File: src/ttuv_pkg.sv
// Package for the triangle tangent block: shared constants and the
// controller-to-datapath command and status structs. No dependencies.
`timescale 1ns / 1ps

package ttuv_pkg;

  localparam int COORD_WIDTH_DEF   = 32;
  localparam int TANGENT_WIDTH_DEF = 16;
  localparam int IN_WIDTH          = 32;

  // Largest scaled magnitude has exactly this many bits before the root.
  localparam int NORM_BITS  = 31;
  localparam int SUM_WIDTH  = 2 * NORM_BITS + 2;
  localparam int ROOT_STEPS = SUM_WIDTH / 2;

  // Component selectors for the shared square and divide steps.
  localparam logic [1:0] COMP_X = 2'd0;
  localparam logic [1:0] COMP_Y = 2'd1;
  localparam logic [1:0] COMP_Z = 2'd2;

  typedef struct packed {
    logic       load_c1;
    logic       load_c2;
    logic       start;
    logic       mul_step;
    logic       mul_sub;
    logic       mul_last;
    logic       swap;
    logic       check;
    logic       norm_step;
    logic       sq_mul;
    logic       sq_acc;
    logic       sqrt_init;
    logic       sqrt_step;
    logic       div_init;
    logic       div_step;
    logic       div_store;
    logic [1:0] idx;
    logic       out_load;
  } ttuv_cmd_t;

  typedef struct packed {
    logic degen;
    logic norm_ok;
  } ttuv_status_t;

endpackage

File: src/ttuv_ctrl.sv
// Controller of the triangle tangent block: corner counting, sequencing of
// the datapath steps and the output valid flag. Uses ttuv_pkg.
`timescale 1ns / 1ps

module ttuv_ctrl #(
  parameter int CW = ttuv_pkg::COORD_WIDTH_DEF,
  parameter int TW = ttuv_pkg::TANGENT_WIDTH_DEF
) (
  input  logic                   clk_i,
  input  logic                   rst_ni,
  input  logic                   in_valid_i,
  output logic                   in_ready_o,
  output logic                   out_valid_o,
  input  logic                   out_ready_i,
  input  ttuv_pkg::ttuv_status_t status_i,
  output ttuv_pkg::ttuv_cmd_t    cmd_o
);

  localparam int DW   = CW + 1;
  localparam int F    = TW - 2;
  localparam int RS   = ttuv_pkg::ROOT_STEPS;
  localparam int MAXC = (DW > RS) ? DW : RS;
  localparam int CNTW = $clog2(MAXC + 1);

  typedef enum logic [3:0] {
    S_IDLE, S_MUL_A, S_SWAP, S_MUL_B, S_CHECK, S_NORM, S_SQ,
    S_SQRT, S_DIV_INIT, S_DIV, S_DIV_STORE, S_DONE
  } state_e;

  state_e          state_q;
  logic [1:0]      corner_q;
  logic [CNTW-1:0] cnt_q;
  logic [1:0]      cidx_q;
  logic            out_valid_q;
  logic            in_acc;

  assign in_ready_o  = (state_q == S_IDLE);
  assign out_valid_o = out_valid_q;
  assign in_acc      = in_valid_i && in_ready_o;

  always_comb begin
    cmd_o = '0;
    cmd_o.idx = (state_q == S_SQ) ? cnt_q[1:0] : cidx_q;
    unique case (state_q)
      S_IDLE: begin
        cmd_o.load_c1 = in_acc && (corner_q == 2'd0);
        cmd_o.load_c2 = in_acc && (corner_q == 2'd1);
        cmd_o.start   = in_acc && (corner_q == 2'd2);
      end
      S_MUL_A: begin
        cmd_o.mul_step = 1'b1;
        cmd_o.mul_last = (cnt_q == CNTW'(DW - 1));
      end
      S_SWAP: cmd_o.swap = 1'b1;
      S_MUL_B: begin
        cmd_o.mul_step = 1'b1;
        cmd_o.mul_sub  = 1'b1;
        cmd_o.mul_last = (cnt_q == CNTW'(DW - 1));
      end
      S_CHECK: cmd_o.check = 1'b1;
      S_NORM:  cmd_o.norm_step = !status_i.norm_ok;
      S_SQ: begin
        cmd_o.sq_mul    = (cnt_q != CNTW'(3));
        cmd_o.sq_acc    = (cnt_q != '0);
        cmd_o.sqrt_init = (cnt_q == CNTW'(3));
      end
      S_SQRT:      cmd_o.sqrt_step = 1'b1;
      S_DIV_INIT:  cmd_o.div_init  = 1'b1;
      S_DIV:       cmd_o.div_step  = 1'b1;
      S_DIV_STORE: cmd_o.div_store = 1'b1;
      S_DONE:      cmd_o.out_load  = !out_valid_q || out_ready_i;
      default: ;
    endcase
  end

  always_ff @(posedge clk_i or negedge rst_ni) begin
    if (!rst_ni) begin
      state_q     <= S_IDLE;
      corner_q    <= 2'd0;
      cnt_q       <= '0;
      cidx_q      <= ttuv_pkg::COMP_X;
      out_valid_q <= 1'b0;
    end else begin
      if (cmd_o.out_load)  out_valid_q <= 1'b1;
      else if (out_ready_i) out_valid_q <= 1'b0;

      unique case (state_q)
        S_IDLE: begin
          if (in_acc) begin
            if (corner_q == 2'd2) begin
              corner_q <= 2'd0;
              cnt_q    <= '0;
              state_q  <= S_MUL_A;
            end else begin
              corner_q <= corner_q + 2'd1;
            end
          end
        end
        S_MUL_A: begin
          if (cmd_o.mul_last) begin
            cnt_q   <= '0;
            state_q <= S_SWAP;
          end else begin
            cnt_q <= cnt_q + 1'b1;
          end
        end
        S_SWAP: state_q <= S_MUL_B;
        S_MUL_B: begin
          if (cmd_o.mul_last) begin
            cnt_q   <= '0;
            state_q <= S_CHECK;
          end else begin
            cnt_q <= cnt_q + 1'b1;
          end
        end
        S_CHECK: state_q <= status_i.degen ? S_DONE : S_NORM;
        S_NORM: begin
          if (status_i.norm_ok) begin
            cnt_q   <= '0;
            state_q <= S_SQ;
          end
        end
        S_SQ: begin
          if (cnt_q == CNTW'(3)) begin
            cnt_q   <= '0;
            state_q <= S_SQRT;
          end else begin
            cnt_q <= cnt_q + 1'b1;
          end
        end
        S_SQRT: begin
          if (cnt_q == CNTW'(RS - 1)) begin
            cidx_q  <= ttuv_pkg::COMP_X;
            state_q <= S_DIV_INIT;
          end else begin
            cnt_q <= cnt_q + 1'b1;
          end
        end
        S_DIV_INIT: begin
          cnt_q   <= '0;
          state_q <= S_DIV;
        end
        S_DIV: begin
          if (cnt_q == CNTW'(F)) state_q <= S_DIV_STORE;
          else                   cnt_q <= cnt_q + 1'b1;
        end
        S_DIV_STORE: begin
          if (cidx_q == ttuv_pkg::COMP_Z) begin
            state_q <= S_DONE;
          end else begin
            cidx_q  <= cidx_q + 2'd1;
            state_q <= S_DIV_INIT;
          end
        end
        S_DONE: if (cmd_o.out_load) state_q <= S_IDLE;
        default: state_q <= S_IDLE;
      endcase
    end
  end

`ifndef SYNTHESIS
  a_corner_range: assert property (@(posedge clk_i) disable iff (!rst_ni)
    corner_q != 2'd3) else $error("corner count out of range");
  a_third_starts: assert property (@(posedge clk_i) disable iff (!rst_ni)
    in_acc && (corner_q == 2'd2) |=> (state_q == S_MUL_A) && (corner_q == 2'd0))
    else $error("third corner did not start the product phase");
  a_load_free: assert property (@(posedge clk_i) disable iff (!rst_ni)
    cmd_o.out_load |-> (!out_valid_q || out_ready_i))
    else $error("result register overwritten");
  a_load_valid: assert property (@(posedge clk_i) disable iff (!rst_ni)
    cmd_o.out_load |=> out_valid_q) else $error("loaded result not marked valid");
  a_mul_bound: assert property (@(posedge clk_i) disable iff (!rst_ni)
    (state_q == S_MUL_A) || (state_q == S_MUL_B) |-> cnt_q < CNTW'(DW))
    else $error("product step count overrun");
`endif

endmodule

File: config.mk
export PLATFORM = sky130hd
export DESIGN_NAME = ttuv_ctrl
export DESIGN_NICKNAME = d
export VERILOG_FILES = /design/src/ttuv_pkg.sv /design/src/ttuv_ctrl.sv
export SDC_FILE = /design/constraint.sdc
export NUM_CORES = 1
export LEC_CHECK = 0
export ABC_AREA = 1
export BUFFER_PORTS_ARGS = -buffer_cell sky130_fd_sc_hd__buf_2
export CORE_ASPECT_RATIO = 0.8
export CORE_MARGIN = 2
export CORE_UTILIZATION = 40
export CTS_CLUSTER_SIZE = 24
export DETAILED_ROUTE_END_ITERATION = 8
export GPL_ROUTABILITY_DRIVEN = 0
export MAX_ROUTING_LAYER = met4
export PLACE_DENSITY = 0.67
export SYNTH_ARGS = -nofsm -noshare
export SYNTH_HDL_FRONTEND = slang
export SYNTH_SLANG_ARGS = --single-unit
export TNS_END_PERCENT = 100
File: constraint.sdc
create_clock -name clk_i -period 2.95 [get_ports clk_i]
set_input_delay 0.59 -clock clk_i [delete_from_list [all_inputs] [get_ports clk_i]]
set_output_delay 0.59 -clock clk_i [all_outputs]
set_load 0.02 [all_outputs]
==> reports/results.ini <==
[power_and_ir_drop]
sw_frac_of_total_pct=54.4
powerDensity_nw_per_um2=929
netSwitchingPower_mw=0.767
p_seq_share_pct=24.1
p_clk_share_pct=12.1
power_frac_comb_pct=63.7
vdd_drop_max_uv=597
intPower_mw=0.642
leakagePower_nw=0.904

[yosys]
synth_cells=215
synth_edf_count=0
ys_top_cells_by_area=dfrtp_1, nand2_1, nor2_1
ys_ff_latch=15
async_flop_share_pct=100
synth.net_count=225
yosysTopAreaCellShare_pct=28.8
yosysMostFrequentCell=nand2_1
yosys_warnings=0
synth_top_cell_by_area=dfrtp_1
synth_ff_type=dfrtp_1
netlist_area_um2=1300
avgSynthCellArea_um2=6.05
yosysSeqAreaShare_pct=28.8
ys_types=21
synth_common_cells=nand2_1, nor2_1, inv_1

[sta]
drv_slew=0
period_share_pct=78.4
rsz0062_at_grt=false
max_freq_mhz=433
final.min_clock_period_ps=2310
relSlewSlack_pct=76.2
hold_violations=0
setup_slack_ps=639
tns_ps=0
finClkSkew_ps=5.97
setup_viol=0
tightest_slew_ps=357

[outcome]
status=finished clean

[final_layout]
instances_no_fill=283
layout-drive-gt1-share_pct=19.3
antennaDiodeCount=0
area_delta_synth_final_pct=16.5
fill_cells=316
finalNetCount=254

[global_route]
grt_start_max_net_pins=16
grt_pass1_vias=1170
grt_pass1_wl_um=5400
track_usage_pct=20.2
antenna_found_initial=0
overflow=0

[placement]
dp_worst_setup_slack_ps=938
dp_hpwl_um=2540
place_inst=279
port_buffers=26

[setup_path]
end_kind=primary output
worst_r2r_startpoint=cnt_q[0]
cp_data_required_time_ps=2360
cp-endpoint=cmd_o[18]
crit_start=state_q[2]
rrSetupSlack_ps=1390
worstSetupPathType=flop to primary output
worstRegToRegCells=9
r2r-end=cnt_q[2]
crit_fanout=6
cp.arrival_ps=1720
start_kind=flop

[detailed_routing]
firstDrtPassIters=4
drtAntennaViolNets=0
vias_per_cell=4.82
wirelength_um=3170
vias=1364
post_drt_wl_per_cell_um=11.2
drtIter0Drc=72
route.detailed.drc=0

[clocking]
cts_root_buffer=clkbuf_8
cts_resized=0
clock-sinks=15
cts_hold_buf=0
cts_buffers=3
path_clk_slew_ps=70
clk_latency_ps=250
cts_tree=built
post_cts_buffers=0
cts_buffer_depth=2
htreeDepth=1

[run]
drv_cap=0

[floorplanning]
die_height_um=55.0
ios=27
initial_core_util_pct=42.2
rows=18
die-area_um2=3730
die_w_um=67.8
coreArea_um2=3090

[min_path]
hp-class=primary input to async pin

[registers in the layout (all words and copies together) (netlist names)]
signal and flops:
cidx_q 2, out_valid_o 1, cnt_q 6, state_q 4, corner_q 2
[placed cells by master, fill, tap and decap left out, types with 3 or more instances in the layout]
master,synthesis,routed
buf_2,0,26
clkbuf_8,0,3
dfrtp_1,15,15
ha_1,4,4
inv_1,31,31
inv_2,3,3
nand2_1,69,69
nand2_2,5,5
nand3_1,18,18
nor2_1,33,33
nor2_2,4,4
nor2_4,4,4
o21ai_0,14,14
[worst min path at each step]
stage	cells past startpoint	end	startpoint	slack, ps
6_report	1	cnt_q[3]	rst_ni	240
5_1_grt	1	cnt_q[3]	rst_ni	260
4_1_cts	1	cnt_q[3]	rst_ni	250
3_5_place_dp	1	cidx_q[0]	cidx_q[0]	490
3_3_place_gp	1	cidx_q[0]	cidx_q[0]	490
2_1_floorplan	0	cidx_q[0]	rst_ni	290
[power by group through the flow]
stage,clock network (mW),registers [mW],logic [mW]
after floorplan,0,0.330,0.676
after global placement,0,0.342,0.893
after detailed placement,0,0.343,0.891
after CTS,0.177,0.339,0.895
after global routing,0.190,0.352,1.02
final,0.171,0.340,0.898
[critical path, cell delays in order, from the launching register on]
cell and delay [ps]:
dfrtp_1 460, nor2_1 310, nand2_1 170, nor2_2 150, nand2_1 80, nor2_1 120, buf_2 180
[area by class of cell]
type	instances	area [um^2]	area share [%]
clock buffers	4	45.0	2.97
inverters	34	128	8.42
multi-input cells	164	788	52.0
flip-flops and latches	15	375	24.8
well taps	40	50.0	3.30
repair buffers	26	130	8.58
[logic make-up after synthesis]
logic type | after synthesis | synth area share, %
AND/OR/NAND/NOR | 139 | 47.5
buffers and inverters | 36 | 10.6
AO/OA/AOI/OAI | 19 | 7.88
flip-flops | 15 | 28.8
adder cells (fa/ha/maj) | 4 | 3.85
XOR/XNOR | 2 | 1.35
[routing by layer]
layer  GRT usage [%]  share of wire, %
met4            5.33               1.1
met3            4.66               5.6
met1            29.1                53
met5               -                 0
met2            28.4                41
[metrics by stage]
step / power [mW] / area, um^2 / utilization, % / hold slack (ps)
6_report: 1.41 / 1520 / 49.1 / 238
5_1_grt: 1.56 / 1520 / 49.1 / 263
4_1_cts: 1.41 / 1520 / 49.1 / 251
3_5_place_dp: 1.23 / 1470 / 47.7 / 494
3_3_place_gp: 1.24 / 1470 / 47.7 / 486
2_1_floorplan: 1.01 / 1300 / - / 294
(Power assumes the default switching activity.)
